## src/design/mmh_pkg.sv

```systemverilog
// Shared codes, datapath micro-ops and status struct for the min-max heap.
`timescale 1ns / 1ps
`default_nettype none

package mmh_pkg;

    // request codes
    localparam logic [1:0] REQ_INSERT  = 2'd0;
    localparam logic [1:0] REQ_POP_MIN = 2'd1;
    localparam logic [1:0] REQ_POP_MAX = 2'd2;

    // result status codes
    localparam logic [1:0] ST_OK    = 2'd0;
    localparam logic [1:0] ST_EMPTY = 2'd1;
    localparam logic [1:0] ST_FULL  = 2'd2;

    // two children plus four grandchildren per trickle step
    localparam logic [2:0] SCAN_SLOTS = 3'd6;

    typedef enum logic [4:0] {
        OP_NONE,
        OP_ACCEPT,
        OP_SET_FULL,
        OP_SET_EMPTY,
        OP_INS_START,
        OP_INS_PAR,
        OP_GP_RD,
        OP_GP_CMP,
        OP_PUT,
        OP_POP_START,
        OP_POP_LOAD,
        OP_TD_INIT,
        OP_TD_SCAN,
        OP_TD_MOVE,
        OP_TD_CHILD,
        OP_TD_GRAND,
        OP_FIN0,
        OP_FIN1,
        OP_FIN2,
        OP_FIN3
    } t_dp_op;

    typedef struct packed {
        logic [1:0] req;
        logic       full;
        logic       empty;
        logic       pop_last;
        logic       gp_ok;
        logic       gp_better;
        logic       cand_ok;
        logic       best_is_pos;
        logic       best_is_child;
        logic       out_free;
    } t_dp_status;

endpackage

`default_nettype wire

```

## src/design/mmh_if.sv

```systemverilog
// Request and response channel interfaces of the min-max heap.
`timescale 1ns / 1ps
`default_nettype none

interface mmh_req_if;
    logic        valid;
    logic        ready;
    logic [1:0]  req_type;
    logic [31:0] key_in;

    modport source (output valid, req_type, key_in, input ready);
    modport sink   (input valid, req_type, key_in, output ready);
endinterface

interface mmh_rsp_if;
    logic        valid;
    logic        ready;
    logic [31:0] popped_key;
    logic [1:0]  status;
    logic [6:0]  entry_total;
    logic [31:0] least_key;
    logic [31:0] greatest_key;

    modport source (output valid, popped_key, status, entry_total, least_key, greatest_key,
                    input ready);
    modport sink   (input valid, popped_key, status, entry_total, least_key, greatest_key,
                    output ready);
endinterface

`default_nettype wire

```

## src/design/min_max_heap_priority_queue.sv

```systemverilog
// Top level of the min-max heap double-ended priority queue.
//
//   channel  dir  payload                                           handshake
//   i_req    in   req_type[1:0], key_in[31:0]                        valid/ready
//   o_rsp    out  popped_key, status, entry_total, least_key,        valid/ready
//                 greatest_key
//
// One request is worked at a time. An insert compares with its parent, then climbs
// grandparent levels (neither into an empty heap); a pop trickles down level by
// level, each level reading up to six entries through the single read port (no
// trickle when the last entry is popped); flagged or unknown requests go straight
// to the final readout. Reset clears the count and result valid; heap memory is
// not cleared, and only entries below the count are used.
// A new request is taken while a finished response waits; the last step of the
// next one stalls until the response register is free.
`timescale 1ns / 1ps
`default_nettype none

module min_max_heap_priority_queue #(
    parameter int CAPACITY  = 64,
    parameter int KEY_WIDTH = 32
) (
    input  wire logic  i_clk,
    input  wire logic  i_rst_n,
    mmh_req_if.sink    i_req,
    mmh_rsp_if.source  o_rsp
);
    import mmh_pkg::*;

    t_dp_op     op;      // micro-op issued by the controller each cycle
    t_dp_status st;      // datapath flags fed back for branching
    logic       in_ready;

    // controller: walks insert bubble-up, pop trickle-down and the final
    // readout of root and its children
    mmh_ctrl u_ctrl (
        .i_clk      (i_clk),
        .i_rst_n    (i_rst_n),
        .i_in_valid (i_req.valid),
        .i_st       (st),
        .o_in_ready (in_ready),
        .o_op       (op)
    );

    // datapath: heap memory, comparators, cached min/max and response register
    mmh_datapath #(
        .CAPACITY  (CAPACITY),
        .KEY_WIDTH (KEY_WIDTH)
    ) u_dp (
        .i_clk          (i_clk),
        .i_rst_n        (i_rst_n),
        .i_op           (op),
        .i_req_type     (i_req.req_type),
        .i_key_in       (i_req.key_in),
        .i_out_ready    (o_rsp.ready),
        .o_st           (st),
        .o_out_valid    (o_rsp.valid),
        .o_popped_key   (o_rsp.popped_key),
        .o_status       (o_rsp.status),
        .o_entry_total  (o_rsp.entry_total),
        .o_least_key    (o_rsp.least_key),
        .o_greatest_key (o_rsp.greatest_key)
    );

    assign i_req.ready = in_ready;

endmodule

`default_nettype wire

```

## src/design/mmh_ctrl.sv

```systemverilog
// Sequencing state machine of the min-max heap.
`timescale 1ns / 1ps
`default_nettype none

module mmh_ctrl (
    input  wire logic                i_clk,
    input  wire logic                i_rst_n,
    input  wire logic                i_in_valid,
    input  wire mmh_pkg::t_dp_status i_st,
    output logic                     o_in_ready,
    output mmh_pkg::t_dp_op          o_op
);
    import mmh_pkg::*;

    typedef enum logic [15:0] {
        S_IDLE      = 16'b0000_0000_0000_0001,
        S_DISPATCH  = 16'b0000_0000_0000_0010,
        S_INS_PAR   = 16'b0000_0000_0000_0100,
        S_INS_GP    = 16'b0000_0000_0000_1000,
        S_INS_GPC   = 16'b0000_0000_0001_0000,
        S_INS_PUT   = 16'b0000_0000_0010_0000,
        S_POP_LOAD  = 16'b0000_0000_0100_0000,
        S_TD_START  = 16'b0000_0000_1000_0000,
        S_TD_SCAN   = 16'b0000_0001_0000_0000,
        S_TD_DECIDE = 16'b0000_0010_0000_0000,
        S_TD_CHILD  = 16'b0000_0100_0000_0000,
        S_TD_GRAND  = 16'b0000_1000_0000_0000,
        S_FIN0      = 16'b0001_0000_0000_0000,
        S_FIN1      = 16'b0010_0000_0000_0000,
        S_FIN2      = 16'b0100_0000_0000_0000,
        S_FIN3      = 16'b1000_0000_0000_0000
    } t_state;

    t_state r_state, n_state;

    always_ff @(posedge i_clk) begin
        if (!i_rst_n) begin
            r_state <= S_IDLE;
        end else begin
            r_state <= n_state;
        end
    end

    always_comb begin
        n_state    = r_state;
        o_op       = OP_NONE;
        o_in_ready = 1'b0;
        unique case (r_state)
            S_IDLE: begin
                o_in_ready = 1'b1;
                if (i_in_valid) begin
                    o_op    = OP_ACCEPT;
                    n_state = S_DISPATCH;
                end
            end
            S_DISPATCH: begin
                case (i_st.req) inside
                    REQ_INSERT: begin
                        if (i_st.full) begin
                            o_op    = OP_SET_FULL;
                            n_state = S_FIN0;
                        end else begin
                            o_op    = OP_INS_START;
                            n_state = i_st.empty ? S_INS_PUT : S_INS_PAR;
                        end
                    end
                    REQ_POP_MIN, REQ_POP_MAX: begin
                        if (i_st.empty) begin
                            o_op    = OP_SET_EMPTY;
                            n_state = S_FIN0;
                        end else begin
                            o_op    = OP_POP_START;
                            n_state = i_st.pop_last ? S_FIN0 : S_POP_LOAD;
                        end
                    end
                    default: n_state = S_FIN0;
                endcase
            end
            S_INS_PAR: begin
                o_op    = OP_INS_PAR;
                n_state = S_INS_GP;
            end
            S_INS_GP: begin
                if (i_st.gp_ok) begin
                    o_op    = OP_GP_RD;
                    n_state = S_INS_GPC;
                end else begin
                    n_state = S_INS_PUT;
                end
            end
            S_INS_GPC: begin
                o_op    = OP_GP_CMP;
                n_state = i_st.gp_better ? S_INS_GP : S_INS_PUT;
            end
            S_INS_PUT: begin
                o_op    = OP_PUT;
                n_state = S_FIN0;
            end
            S_POP_LOAD: begin
                o_op    = OP_POP_LOAD;
                n_state = S_TD_START;
            end
            S_TD_START: begin
                o_op    = OP_TD_INIT;
                n_state = S_TD_SCAN;
            end
            S_TD_SCAN: begin
                o_op = OP_TD_SCAN;
                if (!i_st.cand_ok) n_state = S_TD_DECIDE;
            end
            S_TD_DECIDE: begin
                o_op = OP_TD_MOVE;
                if (i_st.best_is_pos)        n_state = S_FIN0;
                else if (i_st.best_is_child) n_state = S_TD_CHILD;
                else                         n_state = S_TD_GRAND;
            end
            S_TD_CHILD: begin
                o_op    = OP_TD_CHILD;
                n_state = S_FIN0;
            end
            S_TD_GRAND: begin
                o_op    = OP_TD_GRAND;
                n_state = S_TD_START;
            end
            S_FIN0: begin
                o_op    = OP_FIN0;
                n_state = S_FIN1;
            end
            S_FIN1: begin
                o_op    = OP_FIN1;
                n_state = S_FIN2;
            end
            S_FIN2: begin
                o_op    = OP_FIN2;
                n_state = S_FIN3;
            end
            S_FIN3: begin
                o_op = OP_FIN3;
                if (i_st.out_free) n_state = S_IDLE;
            end
            default: n_state = S_IDLE;
        endcase
    end

endmodule

`default_nettype wire

```

## src/design/mmh_datapath.sv

```systemverilog
// Heap memory, working registers, comparators and result register.
`timescale 1ns / 1ps
`default_nettype none

module mmh_datapath #(
    parameter int CAPACITY  = 64,
    parameter int KEY_WIDTH = 32
) (
    input  wire logic                i_clk,
    input  wire logic                i_rst_n,
    input  wire mmh_pkg::t_dp_op     i_op,
    input  wire logic [1:0]          i_req_type,
    input  wire logic [31:0]         i_key_in,
    input  wire logic                i_out_ready,
    output mmh_pkg::t_dp_status      o_st,
    output logic                     o_out_valid,
    output logic [31:0]              o_popped_key,
    output logic [1:0]               o_status,
    output logic [6:0]               o_entry_total,
    output logic [31:0]              o_least_key,
    output logic [31:0]              o_greatest_key
);
    import mmh_pkg::*;

    localparam int AW = $clog2(CAPACITY);
    localparam int CW = $clog2(CAPACITY + 1);
    localparam int XW = AW + 3;

    typedef logic [KEY_WIDTH-1:0] t_key;

    function automatic logic min_level(input logic [AW-1:0] p);
        logic [AW:0] v;
        int          d;
        v = {1'b0, p} + (AW+1)'(1);
        d = 0;
        for (int i = 0; i <= AW; i++) begin
            if (v[i]) d = i;
        end
        return (d % 2) == 0;
    endfunction

    function automatic logic better(input t_key a, input t_key b, input logic maxlev);
        return (a < b) != maxlev;
    endfunction

    t_key r_mem [CAPACITY];
    t_key r_rdata;

    logic [1:0]    r_req;
    t_key          r_key;
    logic [CW-1:0] r_cnt;
    logic [AW-1:0] r_pos;
    t_key          r_cur;
    logic          r_maxlev;
    logic [AW-1:0] r_best;
    t_key          r_bestval;
    logic [2:0]    r_ci;
    logic          r_rv;
    logic [AW-1:0] r_cand;
    t_key          r_c0, r_c1, r_t0, r_t1;
    t_key          r_least, r_greatest;
    logic [1:0]    r_maxpos;
    t_key          r_popped;
    logic [1:0]    r_status;
    logic          r_out_valid;
    logic [31:0]   r_o_popped, r_o_least, r_o_greatest;
    logic [1:0]    r_o_status;
    logic [6:0]    r_o_total;

    logic [AW-1:0] parent, gp, cand_a, bpar, p_sel, rd_addr, wa;
    logic [XW-1:0] left, lg, cand_x;
    logic [CW-1:0] last;
    logic          pos_min, ins_swap, gp_better, cand_ok, best_is_pos, best_is_child;
    logic          par_better, out_free, we;
    t_key          parval, wd, fin_great;
    logic [1:0]    fin_maxpos;

    always_comb begin
        parent        = (r_pos - AW'(1)) >> 1;
        gp            = (parent - AW'(1)) >> 1;
        pos_min       = min_level(r_pos);
        ins_swap      = pos_min ? (r_rdata < r_cur) : (r_cur < r_rdata);
        gp_better     = better(r_cur, r_rdata, r_maxlev);
        left          = XW'({r_pos, 1'b1});
        lg            = XW'({r_pos, 2'b11});
        cand_x        = (r_ci < 3'd2) ? left + XW'(r_ci) : lg + XW'(r_ci) - XW'(2);
        cand_a        = cand_x[AW-1:0];
        cand_ok       = (r_ci < SCAN_SLOTS) && (cand_x < XW'(r_cnt));
        best_is_pos   = r_best == r_pos;
        best_is_child = (XW'(r_best) == left) || (XW'(r_best) == left + XW'(1));
        bpar          = (r_best - AW'(1)) >> 1;
        parval        = (XW'(bpar) == left) ? r_c0 : r_c1;
        par_better    = better(parval, r_cur, r_maxlev);
        last          = r_cnt - CW'(1);
        p_sel         = (r_req == REQ_POP_MIN) ? '0 : AW'(r_maxpos);
        out_free      = !r_out_valid || i_out_ready;
        if (r_cnt <= CW'(1))      fin_maxpos = 2'd0;
        else if (r_cnt == CW'(2)) fin_maxpos = 2'd1;
        else                      fin_maxpos = (r_t1 < r_rdata) ? 2'd2 : 2'd1;
        case (fin_maxpos)
            2'd0:    fin_great = r_t0;
            2'd1:    fin_great = r_t1;
            default: fin_great = r_rdata;
        endcase
    end

    // memory port selection
    always_comb begin
        rd_addr = '0;
        we      = 1'b0;
        wa      = r_pos;
        wd      = r_cur;
        case (i_op)
            OP_INS_START: rd_addr = AW'(last >> 1);
            OP_INS_PAR: begin
                we = ins_swap;
                wd = r_rdata;
            end
            OP_GP_RD:     rd_addr = gp;
            OP_GP_CMP: begin
                we = gp_better;
                wd = r_rdata;
            end
            OP_PUT:       we = 1'b1;
            OP_POP_START: rd_addr = AW'(last);
            OP_TD_SCAN:   rd_addr = cand_a;
            OP_TD_MOVE: begin
                we = 1'b1;
                wd = best_is_pos ? r_cur : r_bestval;
            end
            OP_TD_CHILD: begin
                we = 1'b1;
                wa = r_best;
            end
            OP_TD_GRAND: begin
                we = par_better;
                wa = bpar;
            end
            OP_FIN1:      rd_addr = AW'(1);
            OP_FIN2:      rd_addr = AW'(2);
            OP_FIN3:      rd_addr = AW'(2);
            default:      rd_addr = '0;
        endcase
    end

    always_ff @(posedge i_clk) begin
        if (we) r_mem[wa] <= wd;
        r_rdata <= r_mem[rd_addr];
    end

    always_ff @(posedge i_clk) begin
        if (!i_rst_n) begin
            r_cnt       <= '0;
            r_out_valid <= 1'b0;
        end else begin
            if (r_out_valid && i_out_ready && i_op != OP_FIN3) r_out_valid <= 1'b0;
            case (i_op)
                OP_ACCEPT: begin
                    r_req    <= i_req_type;
                    r_key    <= KEY_WIDTH'(i_key_in);
                    r_popped <= '0;
                    r_status <= ST_OK;
                end
                OP_SET_FULL:  r_status <= ST_FULL;
                OP_SET_EMPTY: r_status <= ST_EMPTY;
                OP_INS_START: begin
                    r_pos <= AW'(r_cnt);
                    r_cur <= r_key;
                    r_cnt <= r_cnt + CW'(1);
                end
                OP_INS_PAR: begin
                    if (ins_swap) r_pos <= parent;
                    r_maxlev <= pos_min ? ins_swap : !ins_swap;
                end
                OP_GP_CMP: begin
                    if (gp_better) r_pos <= gp;
                end
                OP_POP_START: begin
                    r_popped <= (r_req == REQ_POP_MIN) ? r_least : r_greatest;
                    r_cnt    <= last;
                    r_pos    <= p_sel;
                end
                OP_POP_LOAD: begin
                    r_cur    <= r_rdata;
                    r_maxlev <= !pos_min;
                end
                OP_TD_INIT: begin
                    r_best    <= r_pos;
                    r_bestval <= r_cur;
                    r_ci      <= '0;
                    r_rv      <= 1'b0;
                end
                OP_TD_SCAN: begin
                    if (r_rv) begin
                        if (r_ci == 3'd1) r_c0 <= r_rdata;
                        if (r_ci == 3'd2) r_c1 <= r_rdata;
                        if (better(r_rdata, r_bestval, r_maxlev)) begin
                            r_best    <= r_cand;
                            r_bestval <= r_rdata;
                        end
                    end
                    if (cand_ok) begin
                        r_cand <= cand_a;
                        r_ci   <= r_ci + 3'd1;
                        r_rv   <= 1'b1;
                    end else begin
                        r_rv <= 1'b0;
                    end
                end
                OP_TD_GRAND: begin
                    if (par_better) r_cur <= parval;
                    r_pos <= r_best;
                end
                OP_FIN1: r_t0 <= r_rdata;
                OP_FIN2: r_t1 <= r_rdata;
                OP_FIN3: begin
                    if (out_free) begin
                        r_least      <= r_t0;
                        r_greatest   <= fin_great;
                        r_maxpos     <= fin_maxpos;
                        r_out_valid  <= 1'b1;
                        r_o_popped   <= 32'(r_popped);
                        r_o_status   <= r_status;
                        r_o_total    <= 7'(r_cnt);
                        r_o_least    <= (r_cnt == '0) ? '0 : 32'(r_t0);
                        r_o_greatest <= (r_cnt == '0) ? '0 : 32'(fin_great);
                    end
                end
                default: ;
            endcase
        end
    end

    always_comb begin
        o_st.req           = r_req;
        o_st.full          = r_cnt == CW'(CAPACITY);
        o_st.empty         = r_cnt == '0;
        o_st.pop_last      = CW'(p_sel) == last;
        o_st.gp_ok         = r_pos >= AW'(3);
        o_st.gp_better     = gp_better;
        o_st.cand_ok       = cand_ok;
        o_st.best_is_pos   = best_is_pos;
        o_st.best_is_child = best_is_child;
        o_st.out_free      = out_free;
    end

    assign o_out_valid    = r_out_valid;
    assign o_popped_key   = r_o_popped;
    assign o_status       = r_o_status;
    assign o_entry_total  = r_o_total;
    assign o_least_key    = r_o_least;
    assign o_greatest_key = r_o_greatest;

endmodule

`default_nettype wire

```

## src/flat_wrapper.sv

```systemverilog
// flat-port wrapper written by rule: the top's interface ports become plain ports
module min_max_heap_priority_queue_flat import mmh_pkg::*;
#(
    parameter int CAPACITY  = 64,
    parameter int KEY_WIDTH = 32
)
  (i_clk, i_rst_n, i_req_valid, i_req_req_type, i_req_key_in, i_req_ready, o_rsp_valid, o_rsp_popped_key, o_rsp_status, o_rsp_entry_total, o_rsp_least_key, o_rsp_greatest_key, o_rsp_ready);
  mmh_req_if i_req_i ();
  mmh_rsp_if o_rsp_i ();
  input  wire logic i_clk;
  input  wire logic i_rst_n;
  input wire logic [$bits(i_req_i.valid)-1:0] i_req_valid;
  input wire logic [$bits(i_req_i.req_type)-1:0] i_req_req_type;
  input wire logic [$bits(i_req_i.key_in)-1:0] i_req_key_in;
  output wire logic [$bits(i_req_i.ready)-1:0] i_req_ready;
  output wire logic [$bits(o_rsp_i.valid)-1:0] o_rsp_valid;
  output wire logic [$bits(o_rsp_i.popped_key)-1:0] o_rsp_popped_key;
  output wire logic [$bits(o_rsp_i.status)-1:0] o_rsp_status;
  output wire logic [$bits(o_rsp_i.entry_total)-1:0] o_rsp_entry_total;
  output wire logic [$bits(o_rsp_i.least_key)-1:0] o_rsp_least_key;
  output wire logic [$bits(o_rsp_i.greatest_key)-1:0] o_rsp_greatest_key;
  input wire logic [$bits(o_rsp_i.ready)-1:0] o_rsp_ready;
  assign i_req_i.valid = i_req_valid;
  assign i_req_i.req_type = i_req_req_type;
  assign i_req_i.key_in = i_req_key_in;
  assign i_req_ready = i_req_i.ready;
  assign o_rsp_valid = o_rsp_i.valid;
  assign o_rsp_popped_key = o_rsp_i.popped_key;
  assign o_rsp_status = o_rsp_i.status;
  assign o_rsp_entry_total = o_rsp_i.entry_total;
  assign o_rsp_least_key = o_rsp_i.least_key;
  assign o_rsp_greatest_key = o_rsp_i.greatest_key;
  assign o_rsp_i.ready = o_rsp_ready;
  min_max_heap_priority_queue #(.CAPACITY(CAPACITY), .KEY_WIDTH(KEY_WIDTH)) u_core (.i_clk(i_clk), .i_rst_n(i_rst_n), .i_req(i_req_i), .o_rsp(o_rsp_i));
endmodule
```

## config.mk

```make
export PLATFORM = sky130hd
export DESIGN_NAME = min_max_heap_priority_queue_flat
export DESIGN_NICKNAME = d
export VERILOG_FILES = /design/src/design/mmh_pkg.sv /design/src/design/mmh_if.sv /design/src/design/min_max_heap_priority_queue.sv /design/src/design/mmh_ctrl.sv /design/src/design/mmh_datapath.sv /design/src/flat_wrapper.sv
export SDC_FILE = /design/constraint.sdc
export NUM_CORES = 2
export LEC_CHECK = 0
export ABC_AREA = 1
export BUFFER_PORTS_ARGS = -buffer_cell sky130_fd_sc_hd__buf_2
export CAP_MARGIN = 20
export CORE_ASPECT_RATIO = 1.2
export CORE_MARGIN = 1.5
export CORE_UTILIZATION = 25
export DETAILED_ROUTE_END_ITERATION = 8
export SLEW_MARGIN = 20
export SYNTH_ARGS = -nofsm -noshare
export SYNTH_HDL_FRONTEND = slang
export SYNTH_SLANG_ARGS = --single-unit
```

## constraint.sdc

```tcl
create_clock -name i_clk -period 24 [get_ports i_clk]
set_input_delay 6 -clock i_clk [delete_from_list [all_inputs] [get_ports i_clk]]
set_output_delay 6 -clock i_clk [all_outputs]
set_load 0.03 [all_outputs]
```

==> summary.md <==
| Metric | Value |
|---|---|
| Status | `finished, final reports clean` |
| Hold_ws | `about 420 ps` |
| Hold WC Path Type | `reg2reg` |
| # IOs | `roughly 150` |
| H-tree Lvls | `4` |
| Hold EP | `u_core.u_dp.o_popped_key[14]` |
| CTS Buffer Depth | `4` |
| Cell Rows | `between 200 and 300` |
| Total negative slack | `0 ps` |
| Area grow syn2layout | `14.5%` |
| YS warnings | `0` |
| Vias | `around 76000` |
| Drt wl/cell | `slightly above 20 µm` |
| WHS Path Cells | `0` |
| Power density cells | `roughly 76 nW/µm²` |
| Worst Setup Start Kind | `input port` |
| Largest register FFs | `about 2000` |
| Max VDD drop | `just under 0.06 mV` |
| Post-CTS resize count | `0` |
| Dominant synthesized flop cell | `edfxtp_1` |
| Final Cycle Share | `48.9%` |
| Most area-consuming cells after synthesis | `edfxtp_1 68%, nand2_1 10%, nand3_1 4.6%, inv_1 3.3%, o21ai_1 2.6%` |
| Cells after Synth | `10100` |
| FF-to-FF End | `u_core.u_dp.r_rdata[11]` |
| Initial antenna violation count | `6` |
| Place WS | `~11000 ps` |
| Unrepaired setup endpoints after global routing | `false` |
| Clk pin slew, worst setup/hold paths | `60 ps` |
| Final ANT Viol Nets | `0` |
| CTS root buf | `clkbuf_16` |
| Number of I/O port buffers | `144` |
| TritonCTS clock tree | `built` |
| GPL Wtd Cong | `0.847` |
| Setup slack, reg-to-reg | `about 16000 ps` |
| R2R Path Start | `u_core.u_dp.r_cnt[0]` |
| Core area | `about 440000 µm²` |
| Total CTS buffers | `~240` |
| Worst-case reg-to-reg path depth | `20` |
| Final nets | `between 10000 and 15000` |
| Fmax | `between 0.08 and 0.09 GHz` |
| Crit path kind | `in2reg` |
| Post-CTS Hold Buffers | `0` |
| Synth Cell Area | `111000 µm²` |
| Max cap viols | `0` |
| Final Hold Viols | `0` |
| Die Ht | `734 µm` |
| Minimum clock period | `11740 ps` |
| DIE WIDTH | `between 600 and 700 µm` |
| HPWL Detailed | `between 150000 and 200000 µm` |
| CP arrival | `between 10000 and 15000 ps` |
| # DRC | `0` |
| Initial Util | `roughly 25%` |
| Final WL | `between 300000 and 400000 µm` |
| Drt pass-1 iters | `8` |
| Setup violators final | `0` |
| CP Max Fanout | `99` |
| Synthesized Nets | `just over 10000` |
| Worst skew pair latency | `just under 1000 ps` |
| Synth top area share | `between 60 and 70%` |
| Flops & latches, synth | `about 2600` |
| Gr ovfl total | `0` |
| Sequential area share after synthesis | `around two thirds` |
| Area leader, netlist | `edfxtp_1` |
| Final Max Slew Viols | `0` |
| Die Area | `449000 µm²` |
| Total Routing Usage GR | `between 10% and 20%` |
| Fraction of layout cells with a size suffix above 1 | `under 10%` |
| CP required | `~25000 ps` |
| Slew @ Worst Pin | `about 1200 ps` |
| Number of global-route vias before repair | `roughly 72000` |
| Final clock skew | `105 ps` |
| # clock sinks | `roughly 2600` |
| Slew HR | `18.7%` |
| Avg Cell Area, Syn | `between 10 and 15 µm²` |
| First-pass GRT wire length | `approximately 500000 µm` |
| Final setup margin | `12260 ps` |
| Leakage | `between 0.04 and 0.05 µW` |
| Largest net degree at the start of global routing | `between 200 and 250` |
| Hold_sp | `u_core.u_dp.r_popped[14]` |
| CP endpoint kind | `register` |
| DRT iter0 DRCs | `8715` |
| Largest register by flop count | `u_core.u_dp.r_mem` |
| Drt via density | `around 4.7` |
| Postcts setup bufs | `0` |
| EDFF count, synth | `between 2000 and 3000` |
| FFs w/ async S/R, synth | `0%` |
| Post-synthesis cell type count | `59` |
cells in the final DEF, fill, tap and decap left out, types with 6 or more instances in the layout:
master,instances
dfxtp_1,56
bufinv_16,21
clkbuf_16,243
clkinvlp_4,14
o211ai_1,109
inv_2,9
nand2_1,3031
a211oi_1,6
nor2_2,12
diode_2,7
nor2_1,141
clkbuf_1,53
mux2_2,31
o22ai_1,11
clkinv_1,55
buf_2,144
nand2_4,7
o221ai_4,32
ha_1,148
nand2_2,9
edfxtp_1,2502
a21oi_1,123
inv_1,974
xor2_1,20
buf_4,198
nand4_1,373
nand3_1,1030
nor3_1,27
buf_12,13
clkinv_2,44
nor4_1,6
nor2_4,74
o21ai_1,570
o21ai_0,168
Yosys cell counts (all sizes together) (56+ instances only):
cell    count
edfxtp   2502
o21ai     738
dfxtp      56
buf       361
nand4     375
inv       990
nand3    1036
nor2      228
ha        148
nand2    3047
o211ai    109
clkbuf    223
a21oi     125
final cells by class:
class	count	area, µm²
antenna	7	17.5
clock buffer	301	6350
clock inverter	136	1250
fill	45500	316000
inverter	997	3760
multi-input combinational	5990	29700
sequential	2558	76300
tap	5940	7430
timing repair buffer	356	2490
kinds of logic (layout without fill, tap and decap cells):
group	after synthesis	in the layout	share of synthesized area [%]
multiplexers	31	31	0.314
flip-flops	2558	2558	68.6
other	0	7	0
adder cells (fa/ha/maj)	149	149	1.68
buffers and inverters	1581	1790	5.76
XOR/XNOR	23	23	0.181
AND/OR/NAND/NOR	4736	4736	18.3
AO/OA/AOI/OAI	1051	1051	5.20
worst max-delay path by stage:
| stage | from | to | cells past startpoint |
|---|---|---|---|
| 6_report | i_req_valid | u_core.u_dp.r_rdata[11] | 19 |
| 5_1_grt | i_req_valid | u_core.u_dp.r_rdata[11] | 19 |
| 4_1_cts | i_req_valid | u_core.u_dp.r_rdata[11] | 20 |
| 3_5_place_dp | i_req_valid | u_core.u_dp.r_rdata[11] | 20 |
| 3_3_place_gp | i_req_valid | u_core.u_dp.r_rdata[11] | 20 |
| 2_1_floorplan | i_rst_n | u_core.u_dp.o_entry_total[0] | 4 |
power breakdown:
part	total, µW	switching (µW)	internal (µW)	leakage [µW]
Sequential	4990	49.9	4940	0.0230
Combinational	945	717	228	0.0193
Clock	3780	1680	2090	0.00369
Total	9710	2450	7260	0.0459
per-stage QoR:
stage	util [%]	cells	instance area [µm²]	power, µW
final	28.7	16300	127000	9710
after global placement	27.0	15800	120000	6010
after detailed placement	27.0	15800	120000	6020
after CTS	28.7	16300	127000	9750
after floorplan	-	10100	111000	5620
after global routing	28.7	16300	127000	9990
critical path, stage by stage:
cell and delay [ps]:
buf_2 110, nand3_1 260, o21ai_1 110, nor2_1 150, nand3_2 180, nor2_4 180, nand3_4 270, nand3_4 700
buf_4 700, buf_4 780, buf_4 910, buf_4 860, o21ai_0 220, nand2_1 100, nand3_1 80, nand3_1 130
nand3_1 200, nand3_1 180, nand2_1 80
routing by layer:
metal | share of wire (%) | global-route usage (%) | vias to the layer above | wire length [µm]
li1 | - | - | 35100 | -
met1 | 40 | 18.3 | 37300 | 135000
met2 | 47 | 24.3 | 3187 | 159000
met3 | 7.3 | 1.83 | 732 | 24500
met4 | 5.3 | 7.13 | 0 | 17900
met5 | 0 | 0 | - | 0
(Power assumes the default switching activity.)
